**config.mk**
```make
export PLATFORM = sky130hd
export DESIGN_NAME = key_debounce_click_long_press_unit_flat
export DESIGN_NICKNAME = d
export VERILOG_FILES = /design/src/design/kdclp_pkg.sv /design/src/design/kdclp_if.sv /design/src/design/kdclp_debounce.sv /design/src/design/kdclp_press.sv /design/src/design/key_debounce_click_long_press_unit.sv /design/src/flat_wrapper.sv
export SDC_FILE = /design/constraint.sdc
export NUM_CORES = 1
export LEC_CHECK = 0
export BUFFER_PORTS_ARGS = -buffer_cell sky130_fd_sc_hd__buf_4
export CAP_MARGIN = 20
export CORE_MARGIN = 2
export CORE_UTILIZATION = 53
export DETAILED_ROUTE_END_ITERATION = 12
export PLACE_DENSITY = 0.77
export SLEW_MARGIN = 40
export SYNTH_ARGS = -nofsm -noshare
export SYNTH_HDL_FRONTEND = slang
export SYNTH_HIERARCHICAL = 1
export SYNTH_SLANG_ARGS = --single-unit
```
**constraint.sdc**
```tcl
create_clock -name clk -period 6.42 [get_ports clk]
set_input_delay 0.963 -clock clk [delete_from_list [all_inputs] [get_ports clk]]
set_output_delay 0.963 -clock clk [all_outputs]
set_load 0.01 [all_outputs]
```
**src/design/kdclp_pkg.sv**
```systemverilog
`timescale 1ns / 1ps
// ----------------------------------------------------------------------------
// kdclp_pkg
// Shared types and constants for the button debounce and click/long-press unit.
// ----------------------------------------------------------------------------
package kdclp_pkg;

    localparam int CFG_W       = 16;
    localparam int CFG_INDEX_W = 2;

    typedef logic [CFG_INDEX_W-1:0] cfg_index_t;
    typedef logic [CFG_W-1:0]       cfg_data_t;

    // register indexes on the configuration channel
    localparam cfg_index_t REG_DEBOUNCE_TICKS   = 2'd0;
    localparam cfg_index_t REG_LONG_PRESS_TICKS = 2'd1;

    localparam cfg_data_t DEBOUNCE_TICKS_RST   = 16'd50;
    localparam cfg_data_t LONG_PRESS_TICKS_RST = 16'd800;

    // debouncer result for one item
    typedef struct packed {
        logic level_ready;
        logic stable_level;
    } dbnc_status_t;

    // press classifier result for one item
    typedef struct packed {
        logic click_flag;
        logic long_flag;
        logic press_held;
    } press_status_t;

endpackage

```
**src/design/kdclp_if.sv**
```systemverilog
`timescale 1ns / 1ps
// ----------------------------------------------------------------------------
// kdclp interfaces
// Valid/ready channels for key samples, results and configuration writes.
// ----------------------------------------------------------------------------
interface kdclp_in_if;
    logic valid;
    logic ready;
    logic key_level;
    logic ack_click;
    logic ack_long;

    modport source (output valid, output key_level, output ack_click, output ack_long,
                    input ready);
    modport sink   (input valid, input key_level, input ack_click, input ack_long,
                    output ready);
endinterface

interface kdclp_out_if;
    logic valid;
    logic ready;
    logic click_flag;
    logic long_flag;
    logic stable_level;
    logic level_ready;
    logic press_held;

    modport source (output valid, output click_flag, output long_flag, output stable_level,
                    output level_ready, output press_held, input ready);
    modport sink   (input valid, input click_flag, input long_flag, input stable_level,
                    input level_ready, input press_held, output ready);
endinterface

interface kdclp_cfg_if;
    import kdclp_pkg::*;
    logic       valid;
    logic       ready;
    cfg_index_t index;
    cfg_data_t  data;

    modport source (output valid, output index, output data, input ready);
    modport sink   (input valid, input index, input data, output ready);
endinterface

```
**src/design/kdclp_debounce.sv**
```systemverilog
`timescale 1ns / 1ps
// ----------------------------------------------------------------------------
// kdclp_debounce
// Accepts a raw level once it has stayed unchanged for the debounce count.
// ----------------------------------------------------------------------------
module kdclp_debounce #(
    parameter int CountWidth = 16
) (
    input  logic                    clk,
    input  logic                    rst_n,
    input  logic                    step,
    input  logic                    raw,
    input  kdclp_pkg::cfg_data_t    debounce_ticks,
    output kdclp_pkg::dbnc_status_t status
);
    import kdclp_pkg::*;

    localparam int CmpW = (CountWidth > CFG_W) ? CountWidth : CFG_W;

    logic                  last_raw_reg,  last_raw_next;
    logic [CountWidth-1:0] unchanged_reg, unchanged_next;
    logic                  fixed_reg,     fixed_next;
    logic                  debounced_reg, debounced_next;

    logic                  changed;
    logic [CountWidth-1:0] unchanged_inc;
    logic                  accept_level;

    always_comb
    begin
        changed       = (raw != last_raw_reg);
        unchanged_inc = (unchanged_reg == {CountWidth{1'b1}}) ? unchanged_reg
                        : unchanged_reg + CountWidth'(1);
        accept_level  = !changed && !fixed_reg
                        && (CmpW'(unchanged_inc) >= CmpW'(debounce_ticks));

        last_raw_next  = raw;
        unchanged_next = changed ? '0 : unchanged_inc;
        fixed_next     = changed ? 1'b0 : (fixed_reg | accept_level);
        debounced_next = accept_level ? raw : debounced_reg;

        status.level_ready  = accept_level;
        status.stable_level = debounced_next;
    end

    always_ff @(posedge clk or negedge rst_n)
    begin
        if (!rst_n)
        begin
            last_raw_reg  <= 1'b1;
            unchanged_reg <= '0;
            fixed_reg     <= 1'b0;
            debounced_reg <= 1'b1;
        end
        else if (step)
        begin
            last_raw_reg  <= last_raw_next;
            unchanged_reg <= unchanged_next;
            fixed_reg     <= fixed_next;
            debounced_reg <= debounced_next;
        end
    end

endmodule

```
**src/design/kdclp_press.sv**
```systemverilog
`timescale 1ns / 1ps
// ----------------------------------------------------------------------------
// kdclp_press
// Times an accepted press and latches a click or long-press flag.
// ----------------------------------------------------------------------------
module kdclp_press #(
    parameter int CountWidth = 16
) (
    input  logic                     clk,
    input  logic                     rst_n,
    input  logic                     step,
    input  kdclp_pkg::dbnc_status_t  dbnc,
    input  logic                     ack_click,
    input  logic                     ack_long,
    input  kdclp_pkg::cfg_data_t     long_press_ticks,
    output kdclp_pkg::press_status_t status
);
    import kdclp_pkg::*;

    localparam int CmpW = (CountWidth > CFG_W) ? CountWidth : CFG_W;

    logic [CountWidth-1:0] hold_reg,  hold_next;
    logic                  push_reg,  push_next;
    logic                  click_reg, click_next;
    logic                  long_reg,  long_next;

    logic                  click_acked;
    logic [CountWidth-1:0] hold_inc;
    logic                  is_long;

    always_comb
    begin
        click_acked = click_reg & ~ack_click;
        click_next  = click_acked;
        long_next   = long_reg & ~ack_long;
        push_next   = push_reg;

        if (push_reg && (hold_reg != {CountWidth{1'b1}}))
            hold_inc = hold_reg + CountWidth'(1);
        else
            hold_inc = hold_reg;
        hold_next = hold_inc;
        is_long   = (CmpW'(hold_inc) >= CmpW'(long_press_ticks));

        if (dbnc.level_ready)
        begin
            if (!dbnc.stable_level)
            begin
                hold_next = '0;
                push_next = 1'b1;
            end
            // release classifies only when no click is still waiting
            else if (!click_acked && push_reg && !is_long)
            begin
                click_next = 1'b1;
                push_next  = 1'b0;
                long_next  = 1'b0;
            end
        end
        else if (push_reg && !dbnc.stable_level && is_long)
        begin
            long_next  = 1'b1;
            click_next = 1'b0;
            push_next  = 1'b0;
        end

        status.click_flag = click_next;
        status.long_flag  = long_next;
        status.press_held = push_next;
    end

    always_ff @(posedge clk or negedge rst_n)
    begin
        if (!rst_n)
        begin
            hold_reg  <= '0;
            push_reg  <= 1'b0;
            click_reg <= 1'b0;
            long_reg  <= 1'b0;
        end
        else if (step)
        begin
            hold_reg  <= hold_next;
            push_reg  <= push_next;
            click_reg <= click_next;
            long_reg  <= long_next;
        end
    end

endmodule

```
**src/design/key_debounce_click_long_press_unit.sv**
```systemverilog
`timescale 1ns / 1ps
// ----------------------------------------------------------------------------
// key_debounce_click_long_press_unit
// Debounces a raw active-low key sample and classifies clicks and long presses.
// ----------------------------------------------------------------------------
// pipeline: input register then result register; a sample is registered in the input stage, then in the result stage
// throughput: one item per cycle while the result slot is free or being taken; both stages then advance together
// while a finished result waits, the input register takes a new sample only if it is empty
// reset: key released, counters and flags cleared, debounce 50 and long press 800 ticks
module key_debounce_click_long_press_unit #(
    parameter int COUNT_WIDTH = 16
) (
    input  logic               clk,
    input  logic               rst_n,
    kdclp_in_if.sink           key_ch,
    kdclp_out_if.source        result_ch,
    kdclp_cfg_if.sink          cfg
);
    import kdclp_pkg::*;

    cfg_data_t debounce_ticks_reg;
    cfg_data_t long_press_ticks_reg;

    logic s1_valid_reg;
    logic s1_key_reg;
    logic s1_ack_click_reg;
    logic s1_ack_long_reg;

    logic out_valid_reg;
    logic click_reg;
    logic long_reg;
    logic stable_reg;
    logic ready_pulse_reg;
    logic held_reg;

    logic advance;
    logic step;

    dbnc_status_t  dbnc_status;
    press_status_t press_status;

    // both stages move together whenever the result slot is free or being taken
    assign advance      = !out_valid_reg || result_ch.ready;
    assign step         = advance && s1_valid_reg;
    assign key_ch.ready = !s1_valid_reg || advance;
    assign cfg.ready    = 1'b1;

    always_ff @(posedge clk or negedge rst_n)
    begin
        if (!rst_n)
        begin
            debounce_ticks_reg   <= DEBOUNCE_TICKS_RST;
            long_press_ticks_reg <= LONG_PRESS_TICKS_RST;
        end
        else if (cfg.valid)
        begin
            unique case (cfg.index)
                REG_DEBOUNCE_TICKS:   debounce_ticks_reg   <= cfg.data;
                REG_LONG_PRESS_TICKS: long_press_ticks_reg <= cfg.data;
                default:              ;
            endcase
        end
    end

    always_ff @(posedge clk or negedge rst_n)
    begin
        if (!rst_n)
            s1_valid_reg <= 1'b0;
        else if (key_ch.ready)
            s1_valid_reg <= key_ch.valid;
    end

    always_ff @(posedge clk)
    begin
        if (key_ch.valid && key_ch.ready)
        begin
            s1_key_reg       <= key_ch.key_level;
            s1_ack_click_reg <= key_ch.ack_click;
            s1_ack_long_reg  <= key_ch.ack_long;
        end
    end

    kdclp_debounce #(
        .CountWidth (COUNT_WIDTH)
    ) u_debounce (
        .clk            (clk),
        .rst_n          (rst_n),
        .step           (step),
        .raw            (s1_key_reg),
        .debounce_ticks (debounce_ticks_reg),
        .status         (dbnc_status)
    );

    kdclp_press #(
        .CountWidth (COUNT_WIDTH)
    ) u_press (
        .clk              (clk),
        .rst_n            (rst_n),
        .step             (step),
        .dbnc             (dbnc_status),
        .ack_click        (s1_ack_click_reg),
        .ack_long         (s1_ack_long_reg),
        .long_press_ticks (long_press_ticks_reg),
        .status           (press_status)
    );

    always_ff @(posedge clk or negedge rst_n)
    begin
        if (!rst_n)
            out_valid_reg <= 1'b0;
        else if (advance)
            out_valid_reg <= s1_valid_reg;
    end

    always_ff @(posedge clk)
    begin
        if (step)
        begin
            click_reg       <= press_status.click_flag;
            long_reg        <= press_status.long_flag;
            held_reg        <= press_status.press_held;
            stable_reg      <= dbnc_status.stable_level;
            ready_pulse_reg <= dbnc_status.level_ready;
        end
    end

    assign result_ch.valid        = out_valid_reg;
    assign result_ch.click_flag   = click_reg;
    assign result_ch.long_flag    = long_reg;
    assign result_ch.stable_level = stable_reg;
    assign result_ch.level_ready  = ready_pulse_reg;
    assign result_ch.press_held   = held_reg;

endmodule
```
**src/flat_wrapper.sv**
```systemverilog
// flat-port wrapper written by rule: the top's interface ports become plain ports
module key_debounce_click_long_press_unit_flat import kdclp_pkg::*;
#(
    parameter int COUNT_WIDTH = 16
)
  (clk, rst_n, key_ch_valid, key_ch_key_level, key_ch_ack_click, key_ch_ack_long, key_ch_ready, result_ch_valid, result_ch_click_flag, result_ch_long_flag, result_ch_stable_level, result_ch_level_ready, result_ch_press_held, result_ch_ready, cfg_valid, cfg_index, cfg_data, cfg_ready);
  kdclp_in_if key_ch_i ();
  kdclp_out_if result_ch_i ();
  kdclp_cfg_if cfg_i ();
  input  logic clk;
  input  logic rst_n;
  input wire logic [$bits(key_ch_i.valid)-1:0] key_ch_valid;
  input wire logic [$bits(key_ch_i.key_level)-1:0] key_ch_key_level;
  input wire logic [$bits(key_ch_i.ack_click)-1:0] key_ch_ack_click;
  input wire logic [$bits(key_ch_i.ack_long)-1:0] key_ch_ack_long;
  output wire logic [$bits(key_ch_i.ready)-1:0] key_ch_ready;
  output wire logic [$bits(result_ch_i.valid)-1:0] result_ch_valid;
  output wire logic [$bits(result_ch_i.click_flag)-1:0] result_ch_click_flag;
  output wire logic [$bits(result_ch_i.long_flag)-1:0] result_ch_long_flag;
  output wire logic [$bits(result_ch_i.stable_level)-1:0] result_ch_stable_level;
  output wire logic [$bits(result_ch_i.level_ready)-1:0] result_ch_level_ready;
  output wire logic [$bits(result_ch_i.press_held)-1:0] result_ch_press_held;
  input wire logic [$bits(result_ch_i.ready)-1:0] result_ch_ready;
  input wire logic [$bits(cfg_i.valid)-1:0] cfg_valid;
  input wire logic [$bits(cfg_i.index)-1:0] cfg_index;
  input wire logic [$bits(cfg_i.data)-1:0] cfg_data;
  output wire logic [$bits(cfg_i.ready)-1:0] cfg_ready;
  assign key_ch_i.valid = key_ch_valid;
  assign key_ch_i.key_level = key_ch_key_level;
  assign key_ch_i.ack_click = key_ch_ack_click;
  assign key_ch_i.ack_long = key_ch_ack_long;
  assign key_ch_ready = key_ch_i.ready;
  assign result_ch_valid = result_ch_i.valid;
  assign result_ch_click_flag = result_ch_i.click_flag;
  assign result_ch_long_flag = result_ch_i.long_flag;
  assign result_ch_stable_level = result_ch_i.stable_level;
  assign result_ch_level_ready = result_ch_i.level_ready;
  assign result_ch_press_held = result_ch_i.press_held;
  assign result_ch_i.ready = result_ch_ready;
  assign cfg_i.valid = cfg_valid;
  assign cfg_i.index = cfg_index;
  assign cfg_i.data = cfg_data;
  assign cfg_ready = cfg_i.ready;
  key_debounce_click_long_press_unit #(.COUNT_WIDTH(COUNT_WIDTH)) u_core (.clk(clk), .rst_n(rst_n), .key_ch(key_ch_i), .result_ch(result_ch_i), .cfg(cfg_i));
endmodule
```
======== Word-level counts from Yosys, hierarchy flattened ========
Cells that the tools add are included.
operators by class
  add/subtract/negate cells ............... 2
  $lt $le $gt $ge ......................... 2
  mux-type cells .......................... 19
  equal/unequal tests ..................... 4
  reduce and logical (&&, ||, !) cells .... 21
  bitwise operators ....................... 5
operators by type and width
  cell                                            count
  two-way mux 16 bit                              5
  adder 16 x 1 -> 16 bit (second input constant)  2
  greater-or-equal comparator 16 bit              2
  == test 16 bit (second input constant)          1
  inequality test 16 bit (second input constant)  1
  two-way mux 1 bit                               14
  logical AND 1 bit                               9
  zero test 1 bit                                 7
  AND reduction 2 bit                             2
  bitwise AND 1 bit                               2
  == test 2 x 1 -> 1 bit (second input constant)  1
  zero test 2 bit                                 1
  logical OR 1 bit                                2
  inverter 1 bit                                  2
  inequality test 1 bit                           1
  OR 1 bit                                        1
storage, ports and cells
  output and inout port bits .............. 8
  bits in registers ....................... 80
  input port bits ......................... 26
  logic and storage cells ................. 73

======== Depth between registers and ports, before layout ========
Gate-level depths: netlist (run 1).
  word-level depth ........................ 10
  gate-level depth with buffers ........... 20
  depth with buffers taken out ............ 17

======== Cells and area by module ========
The synthesis (run 1) kept the hierarchy.
by module, submodules not included
  module                              cells each  sequential area each (um2)  area an instance (um2)  instances
  kdclp_press                         223         475.5                       1,826.8                 1
  kdclp_debounce                      208         478.0                       1,717.9                 1
  key_debounce_click_long_press_unit  86          1,098.6                     1,560.2                 1

======== Worst setup path before layout (run 1) ========
OpenSTA, ideal clock, no wires.
  path kind ............................... register -> register
  from .................................... register u_core.u_debounce.unchanged_reg[0]
  to ...................................... register u_core.u_press.hold_reg[2]
  path buffers ............................ 3
  data arrival time ....................... 4,060 ps
  period minus slack after synthesis ...... 4,190 ps
  cell stages (with the launch flop) ...... 20
  setup slack ............................. 2,230 ps
  data required time ...................... 6,289 ps
  library setup time ...................... 131 ps
  cells stage by stage .................... dfrtp_1 ha_1 and3_1 nand3_4 or3_4 buf_6 xnor2_1 ha_1 nand2b_1 a2111o_1 a311oi_1 a211o_1 o211ai_1 buf_4 nand2b_1 nand2_1 clkbuf_1 nand2_1 o211ai_1 o31ai_1
on the way
  cells in the longest elaborated chain, start to end .. 7
  elaborated cells on any way between the ends .. 8
  those cells by class .................... add/sub (1); order compare (1); eq/ne (1); mux (4); reduce/logical (1)
ends and longest elaborated chain
  what                                                             line                                        text
  start, declared                                                  kdclp_debounce.sv:21                        logic [CountWidth-1:0] unchanged_reg, unchanged_next;
  start signal, assigned                                           kdclp_debounce.sv:58                        unchanged_reg <= unchanged_next;
  adder 16 x 1 -> 16 bit / == test 16 bit (equally long branches)  kdclp_debounce.sv:33, kdclp_debounce.sv:32
  two-way mux 16 bit *                                             kdclp_debounce.sv:32                        unchanged_inc = (unchanged_reg == {CountWidth{1'b1}}) ? unchanged_reg
  greater-or-equal comparator 16 bit *                             kdclp_debounce.sv:35                        && (CmpW'(unchanged_inc) >= CmpW'(debounce_ticks));
  logical AND 1 bit *                                              kdclp_debounce.sv:35
  two-way mux 1 bit *                                              kdclp_debounce.sv:40                        debounced_next = accept_level ? raw : debounced_reg;
  via u_core.u_debounce.debounced_next                             kdclp_debounce.sv:23                        logic debounced_reg, debounced_next;
  two-way mux 16 bit *                                             kdclp_press.sv:47                           if (!dbnc.stable_level)
  two-way mux 16 bit *                                             kdclp_press.sv:45                           if (dbnc.level_ready)
  end signal, assigned                                             kdclp_press.sv:83                           hold_reg <= hold_next;
  end, declared                                                    kdclp_press.sv:22                           logic [CountWidth-1:0] hold_reg, hold_next;
Mark *: on every way through the listed nets, which the timed path passes. The rest lies on a longest branch.
A chain may end at the register's enable or synchronous reset.

==> results of run 1 <==
## cell type report
class	count	share of cell area, %
multi-input combinational	370	49.2
sequential	80	36.7
timing repair buffer	34	4.63
inverter	45	3.02
tap	129	2.88
clock buffer	9	2.21
clock inverter	7	1.43
## through the flow
step | util [%] | setup WS (ns)
final | 60.3 | 1.57
after global routing | 60.3 | 1.33
after CTS | 60.2 | 1.64
after detailed placement | 58.0 | 1.68
after global placement | 58.0 | 1.86
after floorplan | - | 2.23
## layer usage
layer  GRT usage (%)  vias up  share of wire, %
met4            7.90        0               1.7
met5               0        -                 0
met2            34.2      131                46
li1                -     1925                 -
met1            30.5     1904                47
met3            3.28       20               5.3
## critical path, stage by stage (launching register included)
cell                       delay [ns]
sky130_fd_sc_hd__dfrtp_1         0.43
sky130_fd_sc_hd__ha_1            0.20
sky130_fd_sc_hd__and3_1          0.27
sky130_fd_sc_hd__nand3_4         0.13
sky130_fd_sc_hd__or3_4           0.47
sky130_fd_sc_hd__xnor2_1         0.16
sky130_fd_sc_hd__ha_1            0.27
sky130_fd_sc_hd__nand2b_1        0.14
sky130_fd_sc_hd__a2111o_1        0.42
sky130_fd_sc_hd__a311oi_1        0.52
sky130_fd_sc_hd__a21oi_1         0.17
sky130_fd_sc_hd__o211ai_1        0.42
sky130_fd_sc_hd__nand2b_1        0.20
sky130_fd_sc_hd__nand2_1         0.34
sky130_fd_sc_hd__or4_1           0.56
sky130_fd_sc_hd__o221ai_2        0.07
## path summary, 6_finish.rpt
| kind | start | to | slack [ns] | cells past startpoint |
|---|---|---|---|---|
| worst min-delay path | u_core/s1_valid_reg | u_core/result_ch.valid | 0.50 | 1 |
| max in group asynchronous | rst_n | u_core/u_press/hold_reg[1] | 5.34 | 1 |
| worst min register to register | u_core/s1_valid_reg | u_core/result_ch.valid | 0.50 | 1 |
| min in group asynchronous | rst_n | u_core/u_press/hold_reg[5] | 0.59 | 1 |
| worst max-delay path | u_core/u_debounce/unchanged_reg[0] | u_core/u_press/hold_reg[5] | 1.57 | 15 |
| worst max register to register | u_core/u_debounce/unchanged_reg[0] | u_core/u_press/hold_reg[5] | 1.57 | 15 |
## synth_stat cells (all sizes together) (12+ instances only)
cell / instances
mux2: 34
nor3: 12
ha: 34
inv: 44
xnor2: 21
buf: 12
nor2: 14
o21ai: 19
nand3: 28
nand2: 43
a21oi: 33
dfrtp: 64
## power by group
group | switching (mW) | internal [mW] | leakage [nW] | total [mW]
Combinational | 0.180 | 0.160 | 1.38 | 0.340
Clock | 0.198 | 0.183 | 0.0960 | 0.381
Sequential | 0.0571 | 0.587 | 0.969 | 0.644
Total | 0.435 | 0.930 | 2.45 | 1.36
## logic make-up after synthesis
group / after synthesis / share of synthesized area (%)
compound gates: 118 / 16.1
other cells: 1 / 0.0735
mux: 34 / 7.50
xor+xnor: 26 / 4.46
simple gates: 157 / 17.4
buf+inv: 67 / 5.88
fa+ha+maj: 34 / 8.33
flops: 80 / 40.2
## layout by cell type, fill, tap and decap left out, drive strengths merged, types with 4 or more instances in the layout
master | synthesis | routed
a21oi | 33 | 33
a31oi | 11 | 11
and2 | 11 | 11
and3 | 10 | 10
buf | 12 | 34
clkbuf | 10 | 9
clkinv | 1 | 4
dfrtp | 64 | 64
dfstp | 8 | 8
edfxtp | 8 | 8
ha | 34 | 34
inv | 44 | 45
mux2 | 34 | 34
nand2 | 43 | 43
nand2b | 11 | 11
nand3 | 28 | 28
nand4 | 10 | 10
nor2 | 14 | 14
nor3 | 12 | 12
o211ai | 9 | 9
o21a | 4 | 4
o21ai | 19 | 19
o31ai | 8 | 8
xnor2 | 21 | 21
xor2 | 5 | 5
==> flow_summary.yaml, run 1 <==
sta:
  report.final.hold_viol_count: 0
  finalCritPeriodShare_pct: 75.6
  finalSetupViolCount: 0
  tightest_slew_ns: 0.678
  timing.final.crit_period_ns: 4.85
  holdWs_ns: 0.505
  fmaxAchievable_ghz: 0.206
  worst_slew_margin_rel_pct: 54.4
  grt_setup_unrepaired: "false"
  finalClockSkew_ns: 0.0118
  setup_total_negative_slack_ns: 0
  number_of_pins_exceeding_their_max_slew_limit_in_the_final_report: 0
clocking:
  cts.sinks: 80
  cts_setup_buffers: 0
  post_cts.resized_instances: 0
  clk_path_buf_depth: 2
  clkSlewWorstSetupHoldPaths_ns: 0.09
  tritoncts.num_buffers: 9
  htreeDepth: 3
  clk_latency_ns: 0.36
  cts_root_buf: "sky130_fd_sc_hd__clkbuf_8"
  clock_tree_from_tritoncts: "yes"
  cts_hold_buffers: 0
global_routing:
  grtUsageTotal_pct: 21.7
  global_route.overflow_total: 0
  grt_pass1_wl_um: 17800
  maximum_number_of_pins_on_one_net_before_global_route_repair: 73
  number_of_antenna_violations_at_the_first_check_in_global_routing: 0
  first_global_vias: 3762
yosys:
  synthCells: 517
  post_synth_instance_area_mm2: 0.00510
  seq_area_frac_synth_pct: 40.2
  synth_top_cell_by_area: "sky130_fd_sc_hd__dfrtp_1"
  ys_async_sr_fraction_pct: 90.0
  mappedNetlistNets: 577
  synthesis.yosys.warnings: 6
  synth_top_cells_by_area: "sky130_fd_sc_hd__dfrtp_1 (31%), sky130_fd_sc_hd__ha_1 (8.3%), sky130_fd_sc_hd__mux2_2 (7.5%), sky130_fd_sc_hd__edfxtp_1 (4.7%), sky130_fd_sc_hd__dfstp_2 (4.1%)"
  synth_area_per_cell_um2: 9.87
  ys_ff_latch: 80
  yosysTopAreaCellShare_pct: 31.4
  synth_cell_type_count: 74
  synth_enable_flop_cells: 8
  synth-main-ff-cell: "sky130_fd_sc_hd__dfrtp_1"
detailed_routing:
  route.detailed.vias_per_inst: 5.91
  detailedRoute.firstIterationViolations: 286
  count_of_antenna_violating_nets_left_after_detailed_routing: 0
  route.detailed.wl_per_inst_um: 16.3
  drt_wl_total_um: 11000
  total_drc_errors_in_the_routed_layout: 0
  via_count: 3980
  firstDrtPassIters: 5
power:
  report.power.total_mw: 1.36
  worst_ir_drop_vdd_mv: 0.121
  p_leak_nw: 2.45
  cellPowerDensity_mw_per_mm2: 244
critical_path:
  largest_fanout_on_the_critical_path: 16
  critPathLaunchType: "flip-flop"
  cp_data_arrival_time_ns: 5.13
  required_time_at_the_endpoint_of_the_critical_path_ns: 6.70
  endpoint_type_of_the_worst_setup_path: "flip-flop"
  setup.worst_path.class: "flip-flop to flip-flop"
die:
  std_cell_rows: 35
  design.core.area_mm2: 0.00928
  die_area_mm2: 0.0104
  initial_core_util_pct: 55.0
  die_y_um: 102
  pin_count: 34
  die_w_um: 102
finish:
  layoutNonFillerInstCount: 674
  drive_above_1_share_pct: 20.6
  total_area_of_multi_input_combinational_cells_mm2: 0.00275
  layout-area-overhead-vs-synth_pct: 9.66
  fillCellCount: 798
  finalInstanceArea_mm2: 0.00560
  design.final.nets: 600
  register_area_mm2: 0.00205
  num_antenna_cells: 0
hold_path:
  timing.hold.worst.class: "flip-flop to flip-flop"
outcome:
  result_of_the_run: "completed"
place:
  numPortBuffers: 32
  gp_congestion: 0.849
  hpwl_after_detailed_placement_um: 7950
  dp.cells: 657
  placedInstanceArea_mm2: 0.00539
run:
  drv_cap: 0
Note: power is estimated with default switching activity, not from simulation.
==> inputs of run 2 (changes only) <==
==> constraint.sdc (replaced) <==
create_clock -name clk -period 5.1 [get_ports clk]
set_input_delay 0.765 -clock clk [delete_from_list [all_inputs] [get_ports clk]]
set_output_delay 0.765 -clock clk [all_outputs]
set_load 0.01 [all_outputs]
==> run 2 against run 1 <==
  * Non-clock buffer count stayed put
  * Count of clock-buffer cells in the layout is 4 higher
  * Total power is 26% higher
  * First-iteration DRC count is 23% lower
  * Clock skew is 0.0024 ns higher
  * Hold slack worse by 0.081 ns
  * Largest cell class unchanged
  * Highest routed layer unchanged
==> flow_summary.yaml, run 2 (synthesis gave the netlist of run 1 again) <==
place:
  gp_congestion: 0.884
  numPortBuffers: 32
  dp.cells: 657
  placedInstanceArea_mm2: 0.00539
  hpwl_after_detailed_placement_um: 8000
  preCtsSetupSlack_ns: 0.317
die:
  std_cell_rows: 35
  die_w_um: 102
  pin_count: 34
  initial_core_util_pct: 55.0
  die_y_um: 102
  die_area_mm2: 0.0104
  design.core.area_mm2: 0.00928
detailed_routing:
  count_of_antenna_violating_nets_left_after_detailed_routing: 0
  route.detailed.vias_per_inst: 5.91
  total_drc_errors_in_the_routed_layout: 0
  via_count: 3981
  firstDrtPassIters: 5
  detailedRoute.firstIterationViolations: 221
  drt_wl_total_um: 11200
  route.detailed.wl_per_inst_um: 16.6
power:
  worst_ir_drop_vdd_mv: 0.176
  power_frac_seq_pct: 47.3
  report.power.total_mw: 1.71
  cell_internal_pwr_mw: 1.18
  cellPowerDensity_mw_per_mm2: 306
  p_leak_nw: 2.45
  clkPwrFrac_pct: 27.1
  switching_share_pct: 31.0
  total_switching_power_mw: 0.531
  combPwrFrac_pct: 25.6
finish:
  layout.cells.most_common: "sky130_fd_sc_hd__dfrtp_1"
  utilization_pct: 60.3
  drive_above_1_share_pct: 20.2
  layout-area-overhead-vs-synth_pct: 9.58
  mostFrequentLayoutCells: "sky130_fd_sc_hd__dfrtp_1 (64), sky130_fd_sc_hd__inv_1 (44), sky130_fd_sc_hd__nand2_1 (43)"
  layoutNonFillerInstCount: 674
  finalInstanceArea_mm2: 0.00559
  design.final.nets: 600
  num_antenna_cells: 0
critical_path:
  timing.reg2reg.worst_path_depth: 15
  required_time_at_the_endpoint_of_the_critical_path_ns: 5.36
  timing.reg2reg.setup_slack_ns: 0.41
  largest_fanout_on_the_critical_path: 16
  slowest_delay_ns: 0.55
  cp_slowest_cell: "sky130_fd_sc_hd__or4_1"
  crit_path_cell_trace: "ha_1 > and3_1 > nand3_4 > or3_4 > xnor2_1 > ha_1 > nand2b_1 > a2111o_1 > a311oi_2 > a21oi_1 > o211ai_1 > nand2b_1 > nand2_1 > or4_1 > o221ai_2"
  endpoint_type_of_the_worst_setup_path: "flip-flop"
  worst_r2r_endpoint: "u_core/u_press/hold_reg[5]"
  cp_data_arrival_time_ns: 4.94
  worst_r2r_startpoint: "u_core/u_debounce/unchanged_reg[0]"
  critPathLaunchType: "flip-flop"
  setup.worst_path.class: "flip-flop to flip-flop"
sta:
  tightest_slew_ns: 0.657
  report.final.hold_viol_count: 0
  finalSetupViolCount: 0
  holdWs_ns: 0.424
  fmaxAchievable_ghz: 0.213
  timing.final.crit_period_ns: 4.69
  worst_slack_ns: 0.415
  worst_slew_margin_rel_pct: 56.2
  number_of_pins_exceeding_their_max_slew_limit_in_the_final_report: 0
  finalCritPeriodShare_pct: 91.9
  finalClockSkew_ns: 0.0141
  grt_setup_unrepaired: "false"
  setup_total_negative_slack_ns: 0
global_routing:
  global_route.overflow_total: 0
  grt_pass1_wl_um: 18600
  grtUsageTotal_pct: 22.6
  first_global_vias: 3745
  number_of_antenna_violations_at_the_first_check_in_global_routing: 0
  maximum_number_of_pins_on_one_net_before_global_route_repair: 73
clocking:
  clk_latency_ns: 0.34
  clock_tree_from_tritoncts: "yes"
  clk_path_buf_depth: 2
  tritoncts.num_buffers: 9
  cts_hold_buffers: 0
  cts_setup_buffers: 0
  cts.sinks: 80
  cts_root_buf: "sky130_fd_sc_hd__clkbuf_8"
  clkSlewWorstSetupHoldPaths_ns: 0.08
  htreeDepth: 3
run:
  drv_cap: 0
outcome:
  result_of_the_run: "completed"
hold_path:
  timing.hold.worst.class: "primary input to asynchronous set/reset pin"
run 2: changes by cell type in the layout (fill, tap and decap cells not counted), sizes merged:
| cell | previous run | this run |
|---|---|---|
| clkinvlp | 2 | 0 |
| clkbuf | 9 | 13 |
| clkinv | 4 | 2 |
run 2: repair_timing:
| item | in CTS | in global routing |
|---|---|---|
| endpoints found under the hold margin | 0 | 0 |
| resized for setup | 0 | 1 |
| setup endpoints to repair | 0 | 5 |
run 2: power by group through the flow:
stage / clock network, mW / logic (mW) / registers (mW)
detailed placement: 0 / 0.422 / 0.821
floorplan: 0 / 0.320 / 0.800
global placement: 0 / 0.402 / 0.815
global route: 0.508 / 0.494 / 0.823
CTS: 0.477 / 0.432 / 0.810
finish: 0.464 / 0.438 / 0.811
run 2: metal layers:
metal	track usage [%]	wire (um)
met5	0	0
met4	6.46	111
met3	3.15	475
met2	35.8	5310
met1	32.7	5300
run 2: critical path: cells and delay by family, from the launching register on:
kind            cells  cell delay (ns)
simple gates        7             2.08
xor+xnor            1             0.20
compound gates      5             1.43
flops               1             0.42
fa+ha+maj           2             0.45
run 2: layout make-up:
class / instances / area [um^2]
fillers: 782 / 3690
multi-input cells: 370 / 2760
flip-flops and latches: 80 / 2050
repair buffers: 34 / 263
inverters: 45 / 169
well taps: 129 / 161
clock buffers: 13 / 149
clock inverters: 3 / 41.3
run 2: how the worst max path moves through the flow:
stage                                       start                    endpoint  slack (ns)
4_1_cts        u_core/u_debounce/unchanged_reg[0]  u_core/u_press/hold_reg[5]        0.29
2_1_floorplan  u_core/u_debounce/unchanged_reg[0]  u_core/u_press/hold_reg[2]        0.91
3_3_place_gp   u_core/u_debounce/unchanged_reg[0]  u_core/u_press/hold_reg[5]        0.53
6_report       u_core/u_debounce/unchanged_reg[0]  u_core/u_press/hold_reg[5]        0.41
3_5_place_dp   u_core/u_debounce/unchanged_reg[0]  u_core/u_press/hold_reg[5]        0.32
5_1_grt        u_core/u_debounce/unchanged_reg[0]  u_core/u_press/hold_reg[5]        0.12
==> inputs of run 3 (changes only) <==
--- a/config.mk
+++ b/config.mk
@@ -9,6 +9,7 @@
 export CAP_MARGIN = 20
 export CORE_MARGIN = 2
 export CORE_UTILIZATION = 53
+export CTS_BUF_LIST = sky130_fd_sc_hd__clkbuf_2
 export DETAILED_ROUTE_END_ITERATION = 12
 export PLACE_DENSITY = 0.77
 export SLEW_MARGIN = 40
==> run 3 against run 2 <==
  * Final area fell by 1.5%
  * Via count is 0.28% lower
  * Fmax down 0.55%
  * Core utilization fell by 0.92 points
  * Non-clock buffer count unchanged
  * Cell count unchanged
  * Combinational power decreased by 0.9%
  * Hold slack got worse by 0.21 ns
  * Total power down 7.8%
  * Largest power group unchanged
==> flow_summary.yaml, run 3 (synthesis gave the netlist of run 1 again) <==
outcome:
  result_of_the_run: "completed"
clocking:
  htreeDepth: 3
  cts_hold_buffers: 0
  cts.sinks: 80
  clock_tree_from_tritoncts: "yes"
  cts_root_buf: "sky130_fd_sc_hd__clkbuf_2"
  clk_path_buf_depth: 2
  tritoncts.num_buffers: 9
  clkSlewWorstSetupHoldPaths_ns: 0.23
  clk_latency_ns: 0.52
die:
  initial_core_util_pct: 55.0
  pin_count: 34
  std_cell_rows: 35
  die_w_um: 102
  die_y_um: 102
  die_area_mm2: 0.0104
  design.core.area_mm2: 0.00928
sta:
  finalCritPeriodShare_pct: 92.4
  timing.final.crit_period_ns: 4.71
  finalClockSkew_ns: 0.0381
  finalSetupViolCount: 0
  worst_slew_margin_rel_pct: 56.2
  grt_setup_unrepaired: "false"
  tightest_slew_ns: 0.658
  setup_total_negative_slack_ns: 0
  fmaxAchievable_ghz: 0.212
  report.final.hold_viol_count: 0
  number_of_pins_exceeding_their_max_slew_limit_in_the_final_report: 0
finish:
  layout-area-overhead-vs-synth_pct: 7.92
  num_antenna_cells: 0
  drive_above_1_share_pct: 20.6
  utilization_pct: 59.3
  layout.cells.most_common: "sky130_fd_sc_hd__dfrtp_1"
  mostFrequentLayoutCells: "sky130_fd_sc_hd__dfrtp_1 (64), sky130_fd_sc_hd__inv_1 (44), sky130_fd_sc_hd__nand2_1 (43)"
  design.final.nets: 600
global_routing:
  first_global_vias: 3667
  grtUsageTotal_pct: 22.4
  grt_pass1_wl_um: 18300
  number_of_antenna_violations_at_the_first_check_in_global_routing: 0
  maximum_number_of_pins_on_one_net_before_global_route_repair: 73
  global_route.overflow_total: 0
critical_path:
  endpoint_type_of_the_worst_setup_path: "flip-flop"
  critPathLaunchType: "flip-flop"
  largest_fanout_on_the_critical_path: 16
  required_time_at_the_endpoint_of_the_critical_path_ns: 5.54
  cp_data_arrival_time_ns: 5.15
  setup.worst_path.class: "flip-flop to flip-flop"
detailed_routing:
  total_drc_errors_in_the_routed_layout: 0
  via_count: 3970
  detailedRoute.firstIterationViolations: 245
  wl_met3_um: 562
  dr_wl_met2_um: 5190
  drt_wl_total_um: 11000
  count_of_antenna_violating_nets_left_after_detailed_routing: 0
  route.detailed.vias_per_inst: 5.89
  route.detailed.wl_per_inst_um: 16.4
  detail_route.wirelength.met1_um: 5170
  top_layer: "met4"
  firstDrtPassIters: 5
hold_path:
  timing.hold.worst.class: "primary input to asynchronous set/reset pin"
power:
  worst_ir_drop_vdd_mv: 0.161
  cellPowerDensity_mw_per_mm2: 287
  p_leak_nw: 2.43
place:
  gp_congestion: 0.884
  numPortBuffers: 32
  hpwl_after_detailed_placement_um: 8000
run:
  drv_cap: 0
## run 3: cell types whose count changed in the layout (fill, tap and decap cells not counted), sizes merged
cell / before / now
clkbuf: 13 / 12
clkinv: 2 / 3
## run 3: critical path, cell delays in order, from the launching register on
cell	delay, ns
sky130_fd_sc_hd__dfrtp_1	0.47
sky130_fd_sc_hd__ha_1	0.20
sky130_fd_sc_hd__and3_1	0.27
sky130_fd_sc_hd__nand3_4	0.12
sky130_fd_sc_hd__or3_4	0.46
sky130_fd_sc_hd__xnor2_1	0.21
sky130_fd_sc_hd__ha_1	0.26
sky130_fd_sc_hd__nand2b_1	0.14
sky130_fd_sc_hd__a2111o_1	0.43
sky130_fd_sc_hd__a311oi_2	0.38
sky130_fd_sc_hd__a21oi_1	0.14
sky130_fd_sc_hd__o211ai_1	0.40
sky130_fd_sc_hd__nand2b_1	0.21
sky130_fd_sc_hd__nand2_1	0.32
sky130_fd_sc_hd__or4_1	0.55
sky130_fd_sc_hd__o221ai_2	0.08
## run 3: final timing paths
check	slack, ns	cells after the start	from	to
max	0.39	15	u_core/u_debounce/unchanged_reg[0]	u_core/u_press/hold_reg[5]
min	0.21	1	rst_n	u_core/u_press/hold_reg[8]
max reg2reg	0.39	15	u_core/u_debounce/unchanged_reg[0]	u_core/u_press/hold_reg[5]
min reg2reg	0.51	1	u_core/s1_valid_reg	u_core/result_ch.valid
max in group asynchronous	4.40	1	rst_n	u_core/long_press_ticks_reg[13]
min in group clk	0.41	1	key_ch_key_level	u_core/s1_key_reg
## run 3: area by class of cell
type	count	area, um^2
multi-input cells	370	2760
clock buffers	12	60.1
clock inverters	4	45.0
well taps	129	161
repair buffers	34	263
inverters	45	169
fillers	793	3770
flip-flops and latches	80	2050
## run 3: what timing repair did
action                     CTS  global route
gates resized for setup      0             1
buffers inserted             0             0
setup endpoints to repair    0             7
## run 3: power by group
group / leakage (nW) / internal (mW) / switching (mW) / total, mW
sequential: 0.969 / 0.739 / 0.0708 / 0.810
combinational: 1.38 / 0.202 / 0.233 / 0.434
clock: 0.0739 / 0.118 / 0.217 / 0.335
total: 2.43 / 1.06 / 0.521 / 1.58
## run 3: metrics by stage
stage                     cell area, um^2  hold WS (ns)  power (mW)  std cells  worst slack (ns)
after detailed placement             5390         0.486        1.24        657             0.317
after global placement               5380         0.466        1.22        657             0.531
after global routing                 5510         0.193        1.69        674            0.0540
after CTS                            5490         0.217        1.58        673             0.247
after floorplan                      5100         0.449        1.12        517             0.910
final                                5510         0.214        1.58        674             0.389
## run 3: layer usage
metal / vias to the layer above / track usage (%)
met5: - / 0
met4: 0 / 6.26
met3: 9 / 3.28
met2: 113 / 34.5
met1: 1926 / 33.0
li1: 1922 / -
